**src/rtl/plx_pkg.sv**
```systemverilog
// Package for the pseudocode lexer: token and beat types, kind codes,
// character classes and the keyword table. No dependencies.
`default_nettype none
package plx_pkg;

  localparam int POS_WIDTH_DEFAULT = 16;
  localparam int QUEUE_DEPTH = 4;
  localparam int MAX_TOKENS = 3;
  localparam int NUM_KEYS = 19;

  localparam logic [4:0] KIND_NUMBER = 5'd0;
  localparam logic [4:0] KIND_IDENT = 5'd1;
  localparam logic [4:0] KIND_OPERATOR = 5'd17;
  localparam logic [4:0] KIND_STRING = 5'd18;
  localparam logic [4:0] KIND_EOF = 5'd19;

  localparam logic [7:0] CHAR_QUOTE = 8'h22;

  // Keywords are left aligned: the first character sits in the top byte.
  localparam logic [63:0] KEY_TEXT [NUM_KEYS] = '{
    {"Declare", 8'h00}, {"Assign", 16'h0}, {"Function"},
    {"Integer", 8'h00}, {"String", 16'h0}, {"Boolean", 8'h00},
    {"As", 48'h0}, {"Of", 48'h0}, {"Then", 32'h0}, {"To", 48'h0},
    {"Do", 48'h0}, {"Array", 24'h0}, {"Read", 32'h0}, {"Print", 24'h0},
    {"If", 48'h0}, {"Else", 32'h0}, {"For", 40'h0}, {"While", 24'h0},
    {"End", 40'h0}
  };
  localparam logic [3:0] KEY_LEN [NUM_KEYS] = '{
    4'd7, 4'd6, 4'd8, 4'd7, 4'd6, 4'd7, 4'd2, 4'd2, 4'd4, 4'd2,
    4'd2, 4'd5, 4'd4, 4'd5, 4'd2, 4'd4, 4'd3, 4'd5, 4'd3
  };
  localparam logic [4:0] KEY_KIND [NUM_KEYS] = '{
    5'd2, 5'd3, 5'd4, 5'd5, 5'd6, 5'd7, 5'd8, 5'd8, 5'd8, 5'd8,
    5'd8, 5'd9, 5'd10, 5'd11, 5'd12, 5'd13, 5'd14, 5'd15, 5'd16
  };

  typedef struct packed {
    logic [4:0]  kind;
    logic [15:0] start;
    logic [15:0] length;
    logic [7:0]  op_char;
  } token_t;

  typedef struct packed {
    token_t [MAX_TOKENS-1:0] tok;
    logic [1:0]              count;
  } bundle_t;

  typedef struct packed {
    logic    valid;
    bundle_t bundle;
  } queue_port_t;

  function automatic logic is_digit(input logic [7:0] c);
    return (c >= "0") && (c <= "9");
  endfunction

  function automatic logic is_alpha(input logic [7:0] c);
    return ((c >= "A") && (c <= "Z")) || ((c >= "a") && (c <= "z"));
  endfunction

  function automatic logic is_op(input logic [7:0] c);
    return (c == "+") || (c == "-") || (c == "*") || (c == "/") || (c == "=") ||
           (c == ">") || (c == "<") || (c == "&") || (c == "|");
  endfunction

  // The caller saturates the length to 15 when it exceeds eight characters. Bytes at
  // or past the length are ignored in the compare.
  function automatic logic [4:0] classify(input logic [63:0] word, input logic [3:0] len);
    logic [4:0]  kind;
    logic [63:0] masked;
    masked = '0;
    for (int b = 0; b < 8; b++) begin
      if (4'(b) < len) begin
        masked[63 - 8*b -: 8] = word[63 - 8*b -: 8];
      end
    end
    kind = KIND_IDENT;
    for (int i = 0; i < NUM_KEYS; i++) begin
      if ((len == KEY_LEN[i]) && (masked == KEY_TEXT[i])) begin
        kind = KEY_KIND[i];
      end
    end
    return kind;
  endfunction

endpackage
`default_nettype wire

```
**src/rtl/plx_if.sv**
```systemverilog
// Stream interfaces for the pseudocode lexer: the character channel and the
// token channel, each with valid, ready and payload. No dependencies.
`default_nettype none
interface plx_char_if;
  logic       valid;
  logic       ready;
  logic [7:0] char_byte;
  logic       char_valid;
  logic       end_of_input;

  modport source (output valid, char_byte, char_valid, end_of_input, input ready);
  modport sink (input valid, char_byte, char_valid, end_of_input, output ready);
endinterface

interface plx_token_if;
  logic        valid;
  logic        ready;
  logic [4:0]  token_kind;
  logic [15:0] token_start;
  logic [15:0] token_length;
  logic [7:0]  operator_char;
  logic        last_of_run;

  modport source (output valid, token_kind, token_start, token_length, operator_char,
                  last_of_run, input ready);
  modport sink (input valid, token_kind, token_start, token_length, operator_char,
                last_of_run, output ready);
endinterface
`default_nettype wire

```
**src/rtl/plx_front.sv**
```systemverilog
// Lexer front end: accepts character beats, tracks the lexer state and
// builds the bundle of tokens each beat causes. Depends on plx_pkg, plx_if.
`default_nettype none
module plx_front #(
  parameter int POS_WIDTH = plx_pkg::POS_WIDTH_DEFAULT
) (
  input  wire                  clk,
  input  wire                  rst,
  plx_char_if.sink             char_in,
  input  wire                  queue_full,
  output plx_pkg::queue_port_t push
);
  import plx_pkg::*;

  localparam int EXT_W = (POS_WIDTH > 16) ? POS_WIDTH : 16;

  typedef enum logic [3:0] {
    MODE_IDLE  = 4'b0001,
    MODE_NUM   = 4'b0010,
    MODE_IDENT = 4'b0100,
    MODE_STR   = 4'b1000
  } mode_t;

  mode_t                mode, mode_next;
  logic [POS_WIDTH-1:0] position, position_next;
  logic [POS_WIDTH-1:0] token_begin, token_begin_next;
  logic [63:0]          word, word_next;
  bundle_t              bundle;
  logic                 accept;

  function automatic logic [15:0] low16(input logic [POS_WIDTH-1:0] v);
    logic [EXT_W-1:0] ext;
    ext = EXT_W'(v);
    return ext[15:0];
  endfunction

  function automatic logic [POS_WIDTH-1:0] pos_inc(input logic [POS_WIDTH-1:0] p);
    return (p == {POS_WIDTH{1'b1}}) ? p : p + 1'b1;
  endfunction

  function automatic logic [3:0] sat_len(input logic [POS_WIDTH-1:0] len);
    return (len > POS_WIDTH'(8)) ? 4'hF : len[3:0];
  endfunction

  function automatic token_t make_tok(input logic [4:0] kind, input logic [POS_WIDTH-1:0] start,
                                      input logic [POS_WIDTH-1:0] len, input logic [7:0] op);
    token_t t;
    t.kind = kind;
    t.start = low16(start);
    t.length = low16(len);
    t.op_char = op;
    return t;
  endfunction

  assign char_in.ready = !queue_full;
  assign accept = char_in.valid && char_in.ready;

  always_comb begin
    logic                 handled;
    logic [7:0]           c;
    logic [POS_WIDTH-1:0] len;
    logic [POS_WIDTH-1:0] idx;
    logic [1:0]           n;
    c = char_in.char_byte;
    mode_next = mode;
    position_next = position;
    token_begin_next = token_begin;
    word_next = word;
    bundle = '0;
    n = 2'd0;
    handled = 1'b0;
    len = position - token_begin;
    idx = len;
    if (char_in.char_valid) begin
      unique case (mode)
        MODE_IDLE: begin
          handled = 1'b0;
        end
        MODE_STR: begin
          if (c == CHAR_QUOTE) begin
            bundle.tok[n] = make_tok(KIND_STRING, token_begin, len, 8'h00);
            n = n + 2'd1;
            mode_next = MODE_IDLE;
            word_next = '0;
          end
          handled = 1'b1;
        end
        MODE_NUM: begin
          if (is_digit(c)) begin
            handled = 1'b1;
          end else begin
            bundle.tok[n] = make_tok(KIND_NUMBER, token_begin, len, 8'h00);
            n = n + 2'd1;
            mode_next = MODE_IDLE;
            word_next = '0;
          end
        end
        MODE_IDENT: begin
          if (is_digit(c) || is_alpha(c)) begin
            if (idx < POS_WIDTH'(8)) begin
              word_next = (word & ~(64'hFF << (6'd56 - {idx[2:0], 3'b000})))
                        | (64'(c) << (6'd56 - {idx[2:0], 3'b000}));
            end
            handled = 1'b1;
          end else begin
            bundle.tok[n] = make_tok(classify(word, sat_len(len)), token_begin, len, 8'h00);
            n = n + 2'd1;
            mode_next = MODE_IDLE;
            word_next = '0;
          end
        end
        default: begin
          handled = 1'b1;
        end
      endcase
      if (!handled) begin
        if (is_digit(c)) begin
          mode_next = MODE_NUM;
          token_begin_next = position;
        end else if (is_alpha(c)) begin
          mode_next = MODE_IDENT;
          token_begin_next = position;
          word_next = {c, 56'h0};
        end else if (is_op(c)) begin
          bundle.tok[n] = make_tok(KIND_OPERATOR, position, POS_WIDTH'(1), c);
          n = n + 2'd1;
        end else if (c == CHAR_QUOTE) begin
          mode_next = MODE_STR;
          token_begin_next = pos_inc(position);
        end
      end
      position_next = pos_inc(position);
    end
    if (char_in.end_of_input) begin
      len = position_next - token_begin_next;
      if (mode_next == MODE_NUM) begin
        bundle.tok[n] = make_tok(KIND_NUMBER, token_begin_next, len, 8'h00);
        n = n + 2'd1;
      end else if (mode_next == MODE_IDENT) begin
        bundle.tok[n] = make_tok(classify(word_next, sat_len(len)), token_begin_next, len,
                                 8'h00);
        n = n + 2'd1;
      end else if (mode_next == MODE_STR) begin
        bundle.tok[n] = make_tok(KIND_STRING, token_begin_next, len, 8'h00);
        n = n + 2'd1;
      end
      bundle.tok[n] = make_tok(KIND_EOF, position_next, '0, 8'h00);
      n = n + 2'd1;
      mode_next = MODE_IDLE;
      position_next = '0;
      token_begin_next = '0;
      word_next = '0;
    end
    bundle.count = n;
  end

  assign push.valid = accept && (bundle.count != 2'd0);
  assign push.bundle = bundle;

  always_ff @(posedge clk) begin
    if (rst) begin
      mode <= MODE_IDLE;
      position <= '0;
      token_begin <= '0;
      word <= '0;
    end else if (accept) begin
      mode <= mode_next;
      position <= position_next;
      token_begin <= token_begin_next;
      word <= word_next;
    end
  end

endmodule
`default_nettype wire

```
**src/rtl/plx_queue.sv**
```systemverilog
// Short queue of token bundles between the lexer front end and the token
// back end. Depends on plx_pkg.
`default_nettype none
module plx_queue (
  input  wire                       clk,
  input  wire                       rst,
  input  wire plx_pkg::queue_port_t push,
  output logic                      full,
  input  wire                       pop,
  output plx_pkg::queue_port_t      head
);
  import plx_pkg::*;

  localparam int PTR_W = $clog2(QUEUE_DEPTH);
  localparam int CNT_W = $clog2(QUEUE_DEPTH + 1);

  bundle_t          entries [QUEUE_DEPTH];
  logic [PTR_W-1:0] wr_ptr, rd_ptr;
  logic [CNT_W-1:0] count;
  logic             do_pop;

  assign full = (count == CNT_W'(QUEUE_DEPTH));
  assign do_pop = pop && (count != '0);
  assign head.valid = (count != '0);
  assign head.bundle = entries[rd_ptr];

  always_ff @(posedge clk) begin
    if (push.valid) begin
      entries[wr_ptr] <= push.bundle;
    end
  end

  always_ff @(posedge clk) begin
    if (rst) begin
      wr_ptr <= '0;
      rd_ptr <= '0;
      count <= '0;
    end else begin
      if (push.valid) begin
        wr_ptr <= (wr_ptr == PTR_W'(QUEUE_DEPTH - 1)) ? '0 : wr_ptr + 1'b1;
      end
      if (do_pop) begin
        rd_ptr <= (rd_ptr == PTR_W'(QUEUE_DEPTH - 1)) ? '0 : rd_ptr + 1'b1;
      end
      if (push.valid && !do_pop) begin
        count <= count + 1'b1;
      end else if (!push.valid && do_pop) begin
        count <= count - 1'b1;
      end
    end
  end

endmodule
`default_nettype wire

```
**src/rtl/plx_back.sv**
```systemverilog
// Token back end: walks the head bundle of the queue and sends its tokens
// one beat at a time. Depends on plx_pkg, plx_if.
`default_nettype none
module plx_back (
  input  wire                       clk,
  input  wire                       rst,
  input  wire plx_pkg::queue_port_t head,
  output logic                      pop,
  plx_token_if.source               token_out
);
  import plx_pkg::*;

  logic [1:0] sub;
  token_t     tok;
  logic       last;
  logic       accept;

  assign tok = head.bundle.tok[sub];
  assign last = (sub == head.bundle.count - 2'd1);
  assign accept = token_out.valid && token_out.ready;
  assign pop = accept && last;

  assign token_out.valid = head.valid;
  assign token_out.token_kind = tok.kind;
  assign token_out.token_start = tok.start;
  assign token_out.token_length = tok.length;
  assign token_out.operator_char = tok.op_char;
  assign token_out.last_of_run = last;

  always_ff @(posedge clk) begin
    if (rst) begin
      sub <= 2'd0;
    end else if (accept) begin
      sub <= last ? 2'd0 : sub + 2'd1;
    end
  end

endmodule
`default_nettype wire

```
**src/rtl/pseudocode_lexer.sv**
```systemverilog
// Top level of the pseudocode lexer: front end, bundle queue and back end.
// Depends on plx_pkg, plx_if, plx_front, plx_queue, plx_back.
//
// Channel    Direction  Beat
// char_in    in         one character, its valid flag and end of input
// token_out  out        one token: kind, start, length, operator, last flag
//
// A character beat is taken every cycle while the bundle queue has room.
// Each token leaves in a beat of its own, so a beat that causes k tokens
// takes k output beats, each one paced by token_out.ready.
// Reset is synchronous and clears the lexer state and the queue.
// A stalled output fills the queue and then holds char_in.ready low.
`default_nettype none
module pseudocode_lexer #(
  parameter int POS_WIDTH = plx_pkg::POS_WIDTH_DEFAULT
) (
  input  wire         clk,
  input  wire         rst,
  plx_char_if.sink    char_in,
  plx_token_if.source token_out
);
  import plx_pkg::*;

  queue_port_t push;
  queue_port_t head;
  logic        queue_full;
  logic        pop;

  plx_front #(
    .POS_WIDTH(POS_WIDTH)
  ) u_front (
    .clk(clk),
    .rst(rst),
    .char_in(char_in),
    .queue_full(queue_full),
    .push(push)
  );

  plx_queue u_queue (
    .clk(clk),
    .rst(rst),
    .push(push),
    .full(queue_full),
    .pop(pop),
    .head(head)
  );

  plx_back u_back (
    .clk(clk),
    .rst(rst),
    .head(head),
    .pop(pop),
    .token_out(token_out)
  );

endmodule
`default_nettype wire
```
**src/flat_wrapper.sv**
```systemverilog
// flat-port wrapper written by rule: the top's interface ports become plain ports
module pseudocode_lexer_flat import plx_pkg::*;
#(
  parameter int POS_WIDTH = plx_pkg::POS_WIDTH_DEFAULT
)
  (clk, rst, char_in_valid, char_in_char_byte, char_in_char_valid, char_in_end_of_input, char_in_ready, token_out_valid, token_out_token_kind, token_out_token_start, token_out_token_length, token_out_operator_char, token_out_last_of_run, token_out_ready);
  plx_char_if char_in_i ();
  plx_token_if token_out_i ();
  input  wire clk;
  input  wire rst;
  input wire logic [$bits(char_in_i.valid)-1:0] char_in_valid;
  input wire logic [$bits(char_in_i.char_byte)-1:0] char_in_char_byte;
  input wire logic [$bits(char_in_i.char_valid)-1:0] char_in_char_valid;
  input wire logic [$bits(char_in_i.end_of_input)-1:0] char_in_end_of_input;
  output wire logic [$bits(char_in_i.ready)-1:0] char_in_ready;
  output wire logic [$bits(token_out_i.valid)-1:0] token_out_valid;
  output wire logic [$bits(token_out_i.token_kind)-1:0] token_out_token_kind;
  output wire logic [$bits(token_out_i.token_start)-1:0] token_out_token_start;
  output wire logic [$bits(token_out_i.token_length)-1:0] token_out_token_length;
  output wire logic [$bits(token_out_i.operator_char)-1:0] token_out_operator_char;
  output wire logic [$bits(token_out_i.last_of_run)-1:0] token_out_last_of_run;
  input wire logic [$bits(token_out_i.ready)-1:0] token_out_ready;
  assign char_in_i.valid = char_in_valid;
  assign char_in_i.char_byte = char_in_char_byte;
  assign char_in_i.char_valid = char_in_char_valid;
  assign char_in_i.end_of_input = char_in_end_of_input;
  assign char_in_ready = char_in_i.ready;
  assign token_out_valid = token_out_i.valid;
  assign token_out_token_kind = token_out_i.token_kind;
  assign token_out_token_start = token_out_i.token_start;
  assign token_out_token_length = token_out_i.token_length;
  assign token_out_operator_char = token_out_i.operator_char;
  assign token_out_last_of_run = token_out_i.last_of_run;
  assign token_out_i.ready = token_out_ready;
  pseudocode_lexer #(.POS_WIDTH(POS_WIDTH)) u_core (.clk(clk), .rst(rst), .char_in(char_in_i), .token_out(token_out_i));
endmodule
```
**config.mk**
```make
export PLATFORM = sky130hd
export DESIGN_NAME = pseudocode_lexer_flat
export DESIGN_NICKNAME = d
export VERILOG_FILES = /design/src/rtl/plx_pkg.sv /design/src/rtl/plx_if.sv /design/src/rtl/plx_front.sv /design/src/rtl/plx_queue.sv /design/src/rtl/plx_back.sv /design/src/rtl/pseudocode_lexer.sv /design/src/flat_wrapper.sv
export SDC_FILE = /design/constraint.sdc
export NUM_CORES = 1
export LEC_CHECK = 0
export BUFFER_PORTS_ARGS = -buffer_cell sky130_fd_sc_hd__buf_2
export CELL_PAD_IN_SITES_DETAIL_PLACEMENT = 2
export CELL_PAD_IN_SITES_GLOBAL_PLACEMENT = 2
export CORE_MARGIN = 5
export CORE_UTILIZATION = 47
export DETAILED_ROUTE_END_ITERATION = 8
export GPL_TIMING_DRIVEN = 0
export PLACE_DENSITY = 0.85
export SETUP_SLACK_MARGIN = 0.4
export SYNTH_ARGS = -nofsm -noshare
export SYNTH_HDL_FRONTEND = slang
export SYNTH_SLANG_ARGS = --single-unit
export TNS_END_PERCENT = 1
```
**constraint.sdc**
```tcl
create_clock -name clk -period 20.6 [get_ports clk]
set_input_delay 4.12 -clock clk [delete_from_list [all_inputs] [get_ports clk]]
set_output_delay 4.12 -clock clk [all_outputs]
set_load 0.01 [all_outputs]
```
==> metrics.md, run 1 <==
| Metric | Value |
|---|---|
| Post-synthesis cell count | 3022 |
| GP Congestion | 1.006 |
| Error msg | [ERROR GRT-0232] Routing congestion too high. Check the congestion heatmap in the GUI. |
| Post-CTS Resized | 0 |
| Yosys warnings | 0 |
| Status | did not finish |
| Dpl hpwl | 135.0 mm |
| Clock Path Buffers | 3 |
| Die extent in y | 278.6 um |
| IO buf count | 57 |
| Number of buffers created by CTS | 72 |
| Initial Util | 47.43% |
| Asr flop ratio synth | 0% |
| Netlist cell types | 110 |
| Setup Buffers After CTS | 0 |
| Die width | 278.6 um |
| Mapped Area | 0.03391 mm2 |
| Placed inst area | 0.03568 mm2 |
| Total congestion overflow | 100 |
| Placed cell count | 4046 |
| Post-synth EDFFs | 516 |
| Num rows | 98 |
| Halt Stage | global routing |
| GRT Overall Usage | 73.30% |
| CTS H-Tree Depth | 3 |
| Prevailing post-synth register cell | edfxtp_1 |
| Top-level I/O count | 62 |
| Post-CTS Hold Buffers | 0 |
| Sequential fraction of the synthesis area | 52.25% |
| Largest net degree at the start of global routing | 56 |
| Initial antenna violation count | 45 |
| Synth Register Bits | 627 |
| Syn Area/Cell | 11.22 um2 |
| Total clock sinks | 627 |
| CTS Root Buffer Type | clkbuf_16 |
[layer usage]
metal,GRT usage (%),GRT overflow
met1,73.21,1
met2,87.83,34
met3,60.49,2
met4,73.21,63
met5,26.68,0
[per-stage QoR]
step / setup WS (ps) / hold slack (ps)
2_1_floorplan: 9185 / 436.9
3_3_place_gp: 4625 / 457.8
3_5_place_dp: 5307 / 466.4
4_1_cts: 5480 / 489.3
[Yosys cell counts, types with 12 or more instances]
master	n	area share [%]
nand2b_1	17	0.31
mux2i_1	56	1.7
nor3_1	63	0.93
or2_2	13	0.24
a32oi_1	12	0.31
o21ai_0	134	2.0
o21a_1	13	0.29
a211oi_1	25	0.55
a22oi_1	117	2.6
nor2b_1	24	0.44
nand4_1	56	1.0
buf_2	13	0.19
and2_1	36	0.66
nand3_1	84	1.2
edfxtp_1	516	46
clkbuf_1	150	1.7
or4_1	13	0.29
a21oi_1	163	2.4
or3_1	22	0.41
dfxtp_1	111	6.6
mux4_2	129	8.6
nand2_1	225	2.5
nor4_1	54	1.0
o22ai_1	37	0.68
a31oi_1	29	0.54
o31ai_1	13	0.29
o211ai_1	25	0.55
a22o_1	24	0.62
xnor2_1	25	0.65
ha_1	43	1.6
nor2_1	370	4.1
a21o_1	24	0.53
buf_1	26	0.29
and3_1	38	0.70
inv_1	73	0.81
[logic make-up after synthesis]
group                      Yosys count  share of synthesized area (%)
AOI/OAI and AO/OA                  738                          14.68
buffers and inverters              271                          3.192
xor gates and xnor gates            37                          1.033
muxes                              193                          10.50
and+or+nand+nor                   1109                          16.57
DFF                                627                          52.25
other                                1                        0.01106
adders and majority gates           46                          1.764
==> run 2, diff against run 1 <==
CELL_PAD_IN_SITES_DETAIL_PLACEMENT = not set   (was 2)
CELL_PAD_IN_SITES_GLOBAL_PLACEMENT = not set   (was 2)
CORE_UTILIZATION = 40   (was 47)
PLACE_DENSITY = not set   (was 0.85)
PLACE_DENSITY_LB_ADDON = 0.15   (was not set)
SETUP_SLACK_MARGIN = not set   (was 0.4)
==> metrics.md, run 2 <==
| Metric | Value |
|---|---|
| Status | finished, violations left |
| Failing checks | max-capacitance violations, max-slew violations |
| Max transition margin | -3.449% |
| CTS Root Buffer Type | clkbuf_16 |
| Total congestion overflow | 0 |
| Worst r2r dst | u_core.u_queue.entries[3][44]$_DFFE_PP_ |
| Worst EP required | 20910 ps |
| Hold Fails Final Rpt | 0 |
| Yosys warnings | 0 (unchanged) |
| Top-level I/O count | 62 (unchanged) |
| Initial Util | 40.45% (-7.0 points) |
| Number of buffers created by CTS | 73 (+1.4%) |
| Worst Setup EP | u_core.u_queue.entries[3][44]$_DFFE_PP_ |
| Min Clock Period, post-route | 14120 ps |
| GP Congestion | 1.027 (+2.1%) |
| Clock group share of total power | 37.2% |
| Initial antenna violation count | 3 |
| Setup Buffers After CTS | 0 (unchanged) |
| Asr flop ratio synth | 0% (unchanged) |
| DP Worst Slack | 5709 ps (+401.7 ps) |
| Seq pwr share | 42.1% |
| Dpl hpwl | 105.8 mm (-22%) |
| Die extent in y | 301.1 um (+8.1%) |
| Reg with most FFs | u_core.u_queue.entries |
| Post-CTS Resized | 0 (unchanged) |
| Layout cell share with drive strength beyond 1 | 12.35% |
| Worst Hold Class | reg -> reg |
| Die area | 0.09069 mm2 |
| Prevailing post-synth register cell | edfxtp_1 |
| Largest net degree at the start of global routing | 55 |
| Vias in the first global route | 27.43k |
| Power Density | 90.06 mW/mm2 |
| Total clock sinks | 627 (unchanged) |
| CTS clk-pin slew, worst paths | 60 ps |
| CTS tree | yes |
| Syn Area/Cell | 11.22 um2 (unchanged) |
| Switching power | 1.063 mW |
| Switching Fraction | 30.83% |
| CP Launch Type | input pin |
| Most common cell after layout, fill and taps aside | edfxtp_1 |
| Total number of vias | 28.04k |
| Max frequency | 70.83 MHz |
| Area share of the largest cell type after synthesis | 45.70% (unchanged) |
| TNS Setup | 0 ps |
| Biggest regs | u_core.u_queue.entries: 516 flops, u_core.u_front.word: 64 flops |
| IO buf count | 57 (unchanged) |
| Die width | 301.1 um (+8.1%) |
| Max VDD drop | 0.00005899 V |
| Initial DRC Count | 3194 |
| Clk_skew | 35.05 ps |
| Core Region | 0.08382 mm2 |
| Commonest cells after routing, fill and taps aside | edfxtp_1, nor2_1, nand2_1 |
| CP arrival | 14430 ps |
| Worst-Skew Late Latency | 650 ps |
| Combinational power share | 20.7% |
| Max reg flops | 516 |
| Synth cell count leaders | edfxtp_1, nor2_1, nand2_1 |
| Flop-to-flop setup slack | 9870 ps |
| CTS H-Tree Depth | 3 (unchanged) |
| DRC Markers | 0 |
| Final hold slack | 476.0 ps |
| Top cells by area, synth | edfxtp_1, mux4_2, dfxtp_1 |
| Sequential fraction of the synthesis area | 52.25% (unchanged) |
| Worst Reg2Reg Path Length in Cells | 25 |
| First-pass GRT wire length | 200.3 mm |
| GRT Overall Usage | 30.39% |
| Final Cell Area | 0.03828 mm2 |
| Antenna-violating nets left | 0 |
| Post-synthesis cell count | 3022 (unchanged) |
| Placed inst area | 0.03590 mm2 (+0.60%) |
| Critical path origin | char_in_char_valid |
| Per-cell routed wire length | 32.22 um |
| 1st-pass router iterations | 6 |
| Fillers | 7880 |
| Largest area contributor in the netlist | edfxtp_1 |
| Routed WL | 140.7 mm |
| Crit-path max FO | 10 |
| Max-slew violations | 14 |
| Final Power | 3.447 mW |
| Max-Cap Viols | 3 |
| Slack of the critical path | 6482 ps |
| Num rows | 106 (+8.2%) |
| Count leader, synth | edfxtp_1 |
| Number of vias per cell | 6.422 |
| Worst setup path class | in -> reg |
| Post-CTS Hold Buffers | 0 (unchanged) |
| RSZ-0062 raised after global routing | no |
| Synth Register Bits | 627 (unchanged) |
| Final net count | 3232 |
| Worst-margin pin slew | 1552 ps |
| Final setup viols | 0 |
| Netlist cell types | 110 (unchanged) |
| CP Capture Type | flip-flop |
| Synth-to-layout area growth | 12.90% |
| Mapped Area | 0.03391 mm2 (unchanged) |
| LEAKAGE | 11.70 nW |
| Post-synth EDFFs | 516 (unchanged) |
| Fin crit share | 68.53% |
| Reg-to-reg startpoint | u_core.u_front.mode[1]$_SDFFE_PP0P_ |
| Clock Path Buffers | 3 (unchanged) |
| Internal power | 2.385 mW |
==> run 2: cell counts after synthesis <==
Identical to the previous run, type by type.
==> run 2: power by group through the flow <==
stage          logic (mW)  registers [mW]  clock network [mW]
2_1_floorplan       0.416            1.48                   0
3_3_place_gp        0.701            1.49                   0
3_5_place_dp        0.711            1.48                   0
4_1_cts             0.714            1.45                1.31
5_1_grt             0.757            1.46                1.36
6_report            0.712            1.45                1.28
==> run 2: how the worst min path moves through the flow <==
stage / startpoint / to / depth (start not counted)
6_report: u_core.u_front.word[0]$_SDFFE_PP0P_ / u_core.u_front.word[0]$_SDFFE_PP0P_ / 2
5_1_grt: u_core.u_front.word[36]$_SDFFE_PP0P_ / u_core.u_front.word[36]$_SDFFE_PP0P_ / 2
4_1_cts: u_core.u_front.word[36]$_SDFFE_PP0P_ / u_core.u_front.word[36]$_SDFFE_PP0P_ / 2
3_5_place_dp: u_core.u_front.word[36]$_SDFFE_PP0P_ / u_core.u_front.word[36]$_SDFFE_PP0P_ / 2
3_3_place_gp: u_core.u_front.word[53]$_SDFFE_PP0P_ / u_core.u_front.word[53]$_SDFFE_PP0P_ / 2
2_1_floorplan: u_core.u_front.word[7]$_SDFFE_PP0P_ / u_core.u_front.word[7]$_SDFFE_PP0P_ / 2
==> run 2: routing by layer <==
layer  vias to the layer above  global-route usage [%]  routed length (um)
met5                         -                       0                   0
met4                         0                   14.72                8528
met3                       337                   4.420                9012
met2                      1376                   49.83               65690
met1                     14220                   39.80               57450
li1                      12100                       -                   -
==> run 2: layout make-up <==
type / instances / area, um2 / area share, %
Multi-Input combinational cell: 2131 / 15170 / 39.63
Inverter: 73 / 274.0 / 0.7158
Tap cell: 1134 / 1419 / 3.707
Timing Repair Buffer: 68 / 520.5 / 1.360
Clock buffer: 94 / 1936 / 5.057
Sequential cell: 627 / 17720 / 46.28
Clock inverter: 39 / 427.9 / 1.118
Buffer: 198 / 809.5 / 2.115
Antenna cell: 2 / 5.005 / 0.01307
==> run 2: stage by stage <==
step	cells	utilization, %
after floorplan	3029	-
after global placement	4220	42.51
after detailed placement	4230	42.83
after CTS	4363	45.65
after global routing	4364	45.66
final	4366	45.67
==> run 2: kinds of logic after synthesis <==
family	share of synthesized area, %
flip-flops	52.25
AO/OA/AOI/OAI	14.68
AND/OR/NAND/NOR	16.57
buffers and inverters	3.192
multiplexers	10.50
adder cells (fa/ha/maj)	1.764
XOR/XNOR	1.033
other	0.01106
==> run 2: critical path, stage by stage <==
cell and delay, ps:
buf_2 200, clkbuf_1 520, clkbuf_1 410, clkbuf_1 480, buf_1 560, buf_1 530, nand2_1 150, xnor2_1 340
inv_1 150, ha_1 200, inv_1 100, fa_1 310, nand3b_1 150, o22ai_1 110, a2111oi_2 790, or3_1 270
a211oi_1 80, o21ai_0 850, o21ai_0 280, nand4b_1 490, clkbuf_1 380, nor3_1 770, nor2_1 330, nand2_1 130
nor3_1 90, a2111oi_2 1270, o31ai_1 330
Note: power is estimated with default switching activity, not from simulation.
==> run 3, diff against run 2 <==
ABC_AREA = 1   (was not set)
clock period = 12.8 ns   (was 20.6 ns; I/O delays follow)
==> metrics.md, run 3 <==
| Metric | Value |
|---|---|
| Status | finished, violations left |
| Failing checks | max-capacitance violations, max-slew violations |
| Most common cell after layout, fill and taps aside | nand2_1 |
| Die extent in y | 310.7 um (+3.2%) |
| Hold path endpoint | u_core.u_front.word[42]$_SDFFE_PP0P_ |
| Sequential fraction of the synthesis area | 48.99% (-3.3 points) |
| CTS tree | yes |
| DRC Markers | 0 (unchanged) |
| Switching power | 2.438 mW (+130%) |
| Antenna-violating nets left | 0 (unchanged) |
| Top cells by area, synth | edfxtp_1, nand2_1, o21ai_0 |
| Routed WL | 162.2 mm (+15%) |
| Die area | 0.09652 mm2 (+6.4%) |
| Post-synth EDFFs | 516 (unchanged) |
| Fin crit share | 81.19% |
| Final hold slack | 467.6 ps (-8.464 ps) |
| Slowest cell delay on critical path | 780 ps (-490 ps) |
| Reg with most FFs | u_core.u_queue.entries |
| Non-Filler Instances | 5865 (+34%) |
| Clock group share of total power | 33.3% (-3.9 points) |
| Hold Path Cell Cnt | 2 (unchanged) |
| Area share of fa/ha/maj cells after synthesis | 1.654% (-0.11 points) |
| Post-synthesis xor/xnor area fraction | 0.6505% (-0.38 points) |
| Dpl hpwl | 124.5 mm (+18%) |
| Met3 GRT Util | 4.975% (+0.55 points) |
| Total clock sinks | 627 (unchanged) |
| Post-Synth Simple-Gate Area | 24.45% (+7.9 points) |
| GP Congestion | 1.025 (-0.20%) |
| Max-Cap Viols | 2 (-1) |
| Core Region | 0.08987 mm2 (+7.2%) |
| Per-cell routed wire length | 27.66 um (-14%) |
| Mapped Area | 0.03616 mm2 (+6.7%) |
| Total congestion overflow | 0 (unchanged) |
| Post-CTS Resized | 0 (unchanged) |
| Yosys warnings | 0 (unchanged) |
| Seq pwr share | 36.6% (-5.5 points) |
| Min Clock Period, post-route | 10390 ps |
| Syn Area/Cell | 8.088 um2 (-28%) |
| RSZ-0062 raised after global routing | no |
| Max frequency | 96.22 MHz |
| Crit-path max FO | 10 (unchanged) |
| Flop-to-flop setup slack | 4700 ps (-5170 ps) |
| Max VDD drop | 0.0001025 V (+74%) |
| Area share of the largest cell type after synthesis | 42.85% (-2.9 points) |
| Largest area contributor in the netlist | edfxtp_1 |
| Die width | 310.7 um (+3.2%) |
| Max reg flops | 516 (unchanged) |
| Layout cell share with drive strength beyond 1 | 7.317% (-5.0 points) |
| GRT busiest layer | met2 |
| Number of buffers created by CTS | 73 (unchanged) |
| CP Launch Type | input pin |
| Synth-to-layout area growth | 13.24% |
| Initial DRC Count | 4281 (+34%) |
| Most used cell, CP | nand2_1 |
| Final net count | 4692 (+45%) |
| Internal power | 4.167 mW (+75%) |
| Clock Path Buffers | 3 (unchanged) |
| 1st-pass router iterations | 7 (+1) |
| Worst EP required | 13140 ps (-7770 ps) |
| Post-synthesis compound-gate area fraction | 17.43% (+2.8 points) |
| Vias in the first global route | 32.56k (+19%) |
| Top-level I/O count | 62 (unchanged) |
| Combinational power share | 30.1% (+9.4 points) |
| CTS clk-pin slew, worst paths | 60 ps (about the same) |
| IO buf count | 56 (-1.8%) |
| CP arrival | 10730 ps (-3700 ps) |
| GRT met1 Usage | 40.37% (+0.57 points) |
| Biggest regs | u_core.u_queue.entries: 516 flops, u_core.u_front.word: 64 flops |
| Worst setup path class | in -> reg |
| Number of vias per cell | 5.898 (-8.2%) |
| Largest net degree at the start of global routing | 29 (-47%) |
| Switching Fraction | 36.91% (+6.1 points) |
| Power Density | 161.3 mW/mm2 (+79%) |
| Final setup viols | 0 (unchanged) |
| Grt met2 use | 52.45% (+2.6 points) |
| Fillers | 9005 (+14%) |
| Count leader, synth | nand2_1 |
| CP Capture Type | flip-flop |
| Worst Reg2Reg Path Length in Cells | 33 (+32%) |
| Worst r2r dst | u_core.u_queue.entries[1][42]$_DFFE_PP_ |
| First-pass GRT wire length | 229.9 mm (+15%) |
| Reg-to-reg startpoint | u_core.u_front.position[0]$_SDFFE_PP0P_ |
| Critical path's slowest cell | a21oi_1 |
| Hold Fails Final Rpt | 0 (unchanged) |
| Prevailing post-synth register cell | edfxtp_1 |
| Post-synthesis mux area share | 0.02768% (-10 points) |
| Setup Buffers After CTS | 0 (unchanged) |
| Total number of vias | 34.59k (+23%) |
| Num rows | 110 (+3.8%) |
| Post-CTS Hold Buffers | 0 (unchanged) |
| CTS H-Tree Depth | 3 (unchanged) |
| LEAKAGE | 14.94 nW (+28%) |
| Initial Util | 40.24% (-0.21 points) |
| Worst-Skew Late Latency | 680 ps (+30 ps) |
| Max-slew violations | 6 (-8) |
| Worst Hold Class | reg -> reg |
| GRT Overall Usage | 32.21% (+1.8 points) |
| Commonest cells after routing, fill and taps aside | nand2_1, nor2_1, o21ai_0 |
| Main combinational cell family by area after synthesis | simple AND/OR/NAND/NOR gates |
| Netlist cell types | 73 (-34%) |
| Synth cell count leaders | nand2_1, nor2_1, o21ai_0 |
| Clk_skew | 32.77 ps (-2.288 ps) |
| CTS Root Buffer Type | clkbuf_16 |
| Max transition margin | -5.337% (-1.9 points) |
| Min-delay src | u_core.u_front.word[42]$_SDFFE_PP0P_ |
| Synth Register Bits | 627 (unchanged) |
| Post-synthesis cell count | 4471 (+48%) |
| Placed cell count | 5733 (+36%) |
| Worst-margin pin slew | 1564 ps (+11.80 ps) |
| Asr flop ratio synth | 0% (unchanged) |
| Initial antenna violation count | 3 (unchanged) |
==> run 3: worst max-delay path, delay by kind of cell <==
family,cells,cell delay [ps]
buffers and inverters,7,2800
AO/OA/AOI/OAI,5,2200
adder cells (fa/ha/maj),1,460
AND/OR/NAND/NOR,16,2650
==> run 3: stage by stage <==
stage          TNS (ps)  power, mW  worst slack [ps]  cell area [um2]  utilization [%]
2_1_floorplan         0      3.556              1094            36190                -
3_3_place_gp   -2953440      4.425             -5967            37940            42.22
3_5_place_dp          0      4.411              2199            38420            42.75
4_1_cts               0      6.600              2882            40940            45.56
5_1_grt               0      6.833              2103            40950            45.56
6_report              0      6.605              2407            40950            45.56
==> run 3: layer usage <==
metal,routed length (um),up-vias,part of all wire [%]
li1,-,15890,-
met1,63780,16610,39
met2,73960,1674,46
met3,11820,416,7.3
met4,12640,2,7.8
met5,13,-,0.0080
==> run 3: cell type report <==
cell class / count / area (um2) / share of cell area, %
antenna: 1 / 2.502 / 0.006111
multi-input combinational: 3214 / 16060 / 39.21
clock inverter: 45 / 563.0 / 1.375
buffer: 241 / 963.4 / 2.353
clock buffer: 86 / 1958 / 4.782
inverter: 396 / 1489 / 3.636
timing repair buffer: 79 / 730.7 / 1.784
sequential: 627 / 17720 / 43.26
tap: 1176 / 1471 / 3.593
==> run 3: kinds of logic after synthesis <==
kind of cell    after synthesis
compound gates             1094
other cells                   1
simple gates               2039
fa+ha+maj                    46
buf+inv                     637
xor+xnor                     26
flops                       627
mux                           1
==> run 3: worst max-delay path by stage <==
stage / startpoint / endpoint / slack (ps) / cells after the start
after detailed placement: char_in_char_valid / u_core.u_queue.entries[3][42]$_DFFE_PP_ / 2200 / 30
after global routing: char_in_char_valid / u_core.u_queue.entries[1][42]$_DFFE_PP_ / 2100 / 31
after CTS: char_in_char_valid / u_core.u_queue.entries[3][42]$_DFFE_PP_ / 2880 / 30
after global placement: char_in_char_byte[2] / u_core.u_queue.entries[3][131]$_DFFE_PP_ / -5970 / 26
after floorplan: char_in_char_byte[3] / u_core.u_queue.entries[0][0]$_DFFE_PP_ / 1090 / 23
final: char_in_char_valid / u_core.u_queue.entries[1][42]$_DFFE_PP_ / 2410 / 29
==> run 3: power by group through the flow <==
stage / Combinational, mW / Sequential [mW] / Clock [mW]
finish: 1.99 / 2.42 / 2.20
global route: 2.10 / 2.43 / 2.31
CTS: 1.96 / 2.42 / 2.22
detailed placement: 1.95 / 2.46 / 0
global placement: 1.90 / 2.52 / 0
floorplan: 1.08 / 2.48 / 0
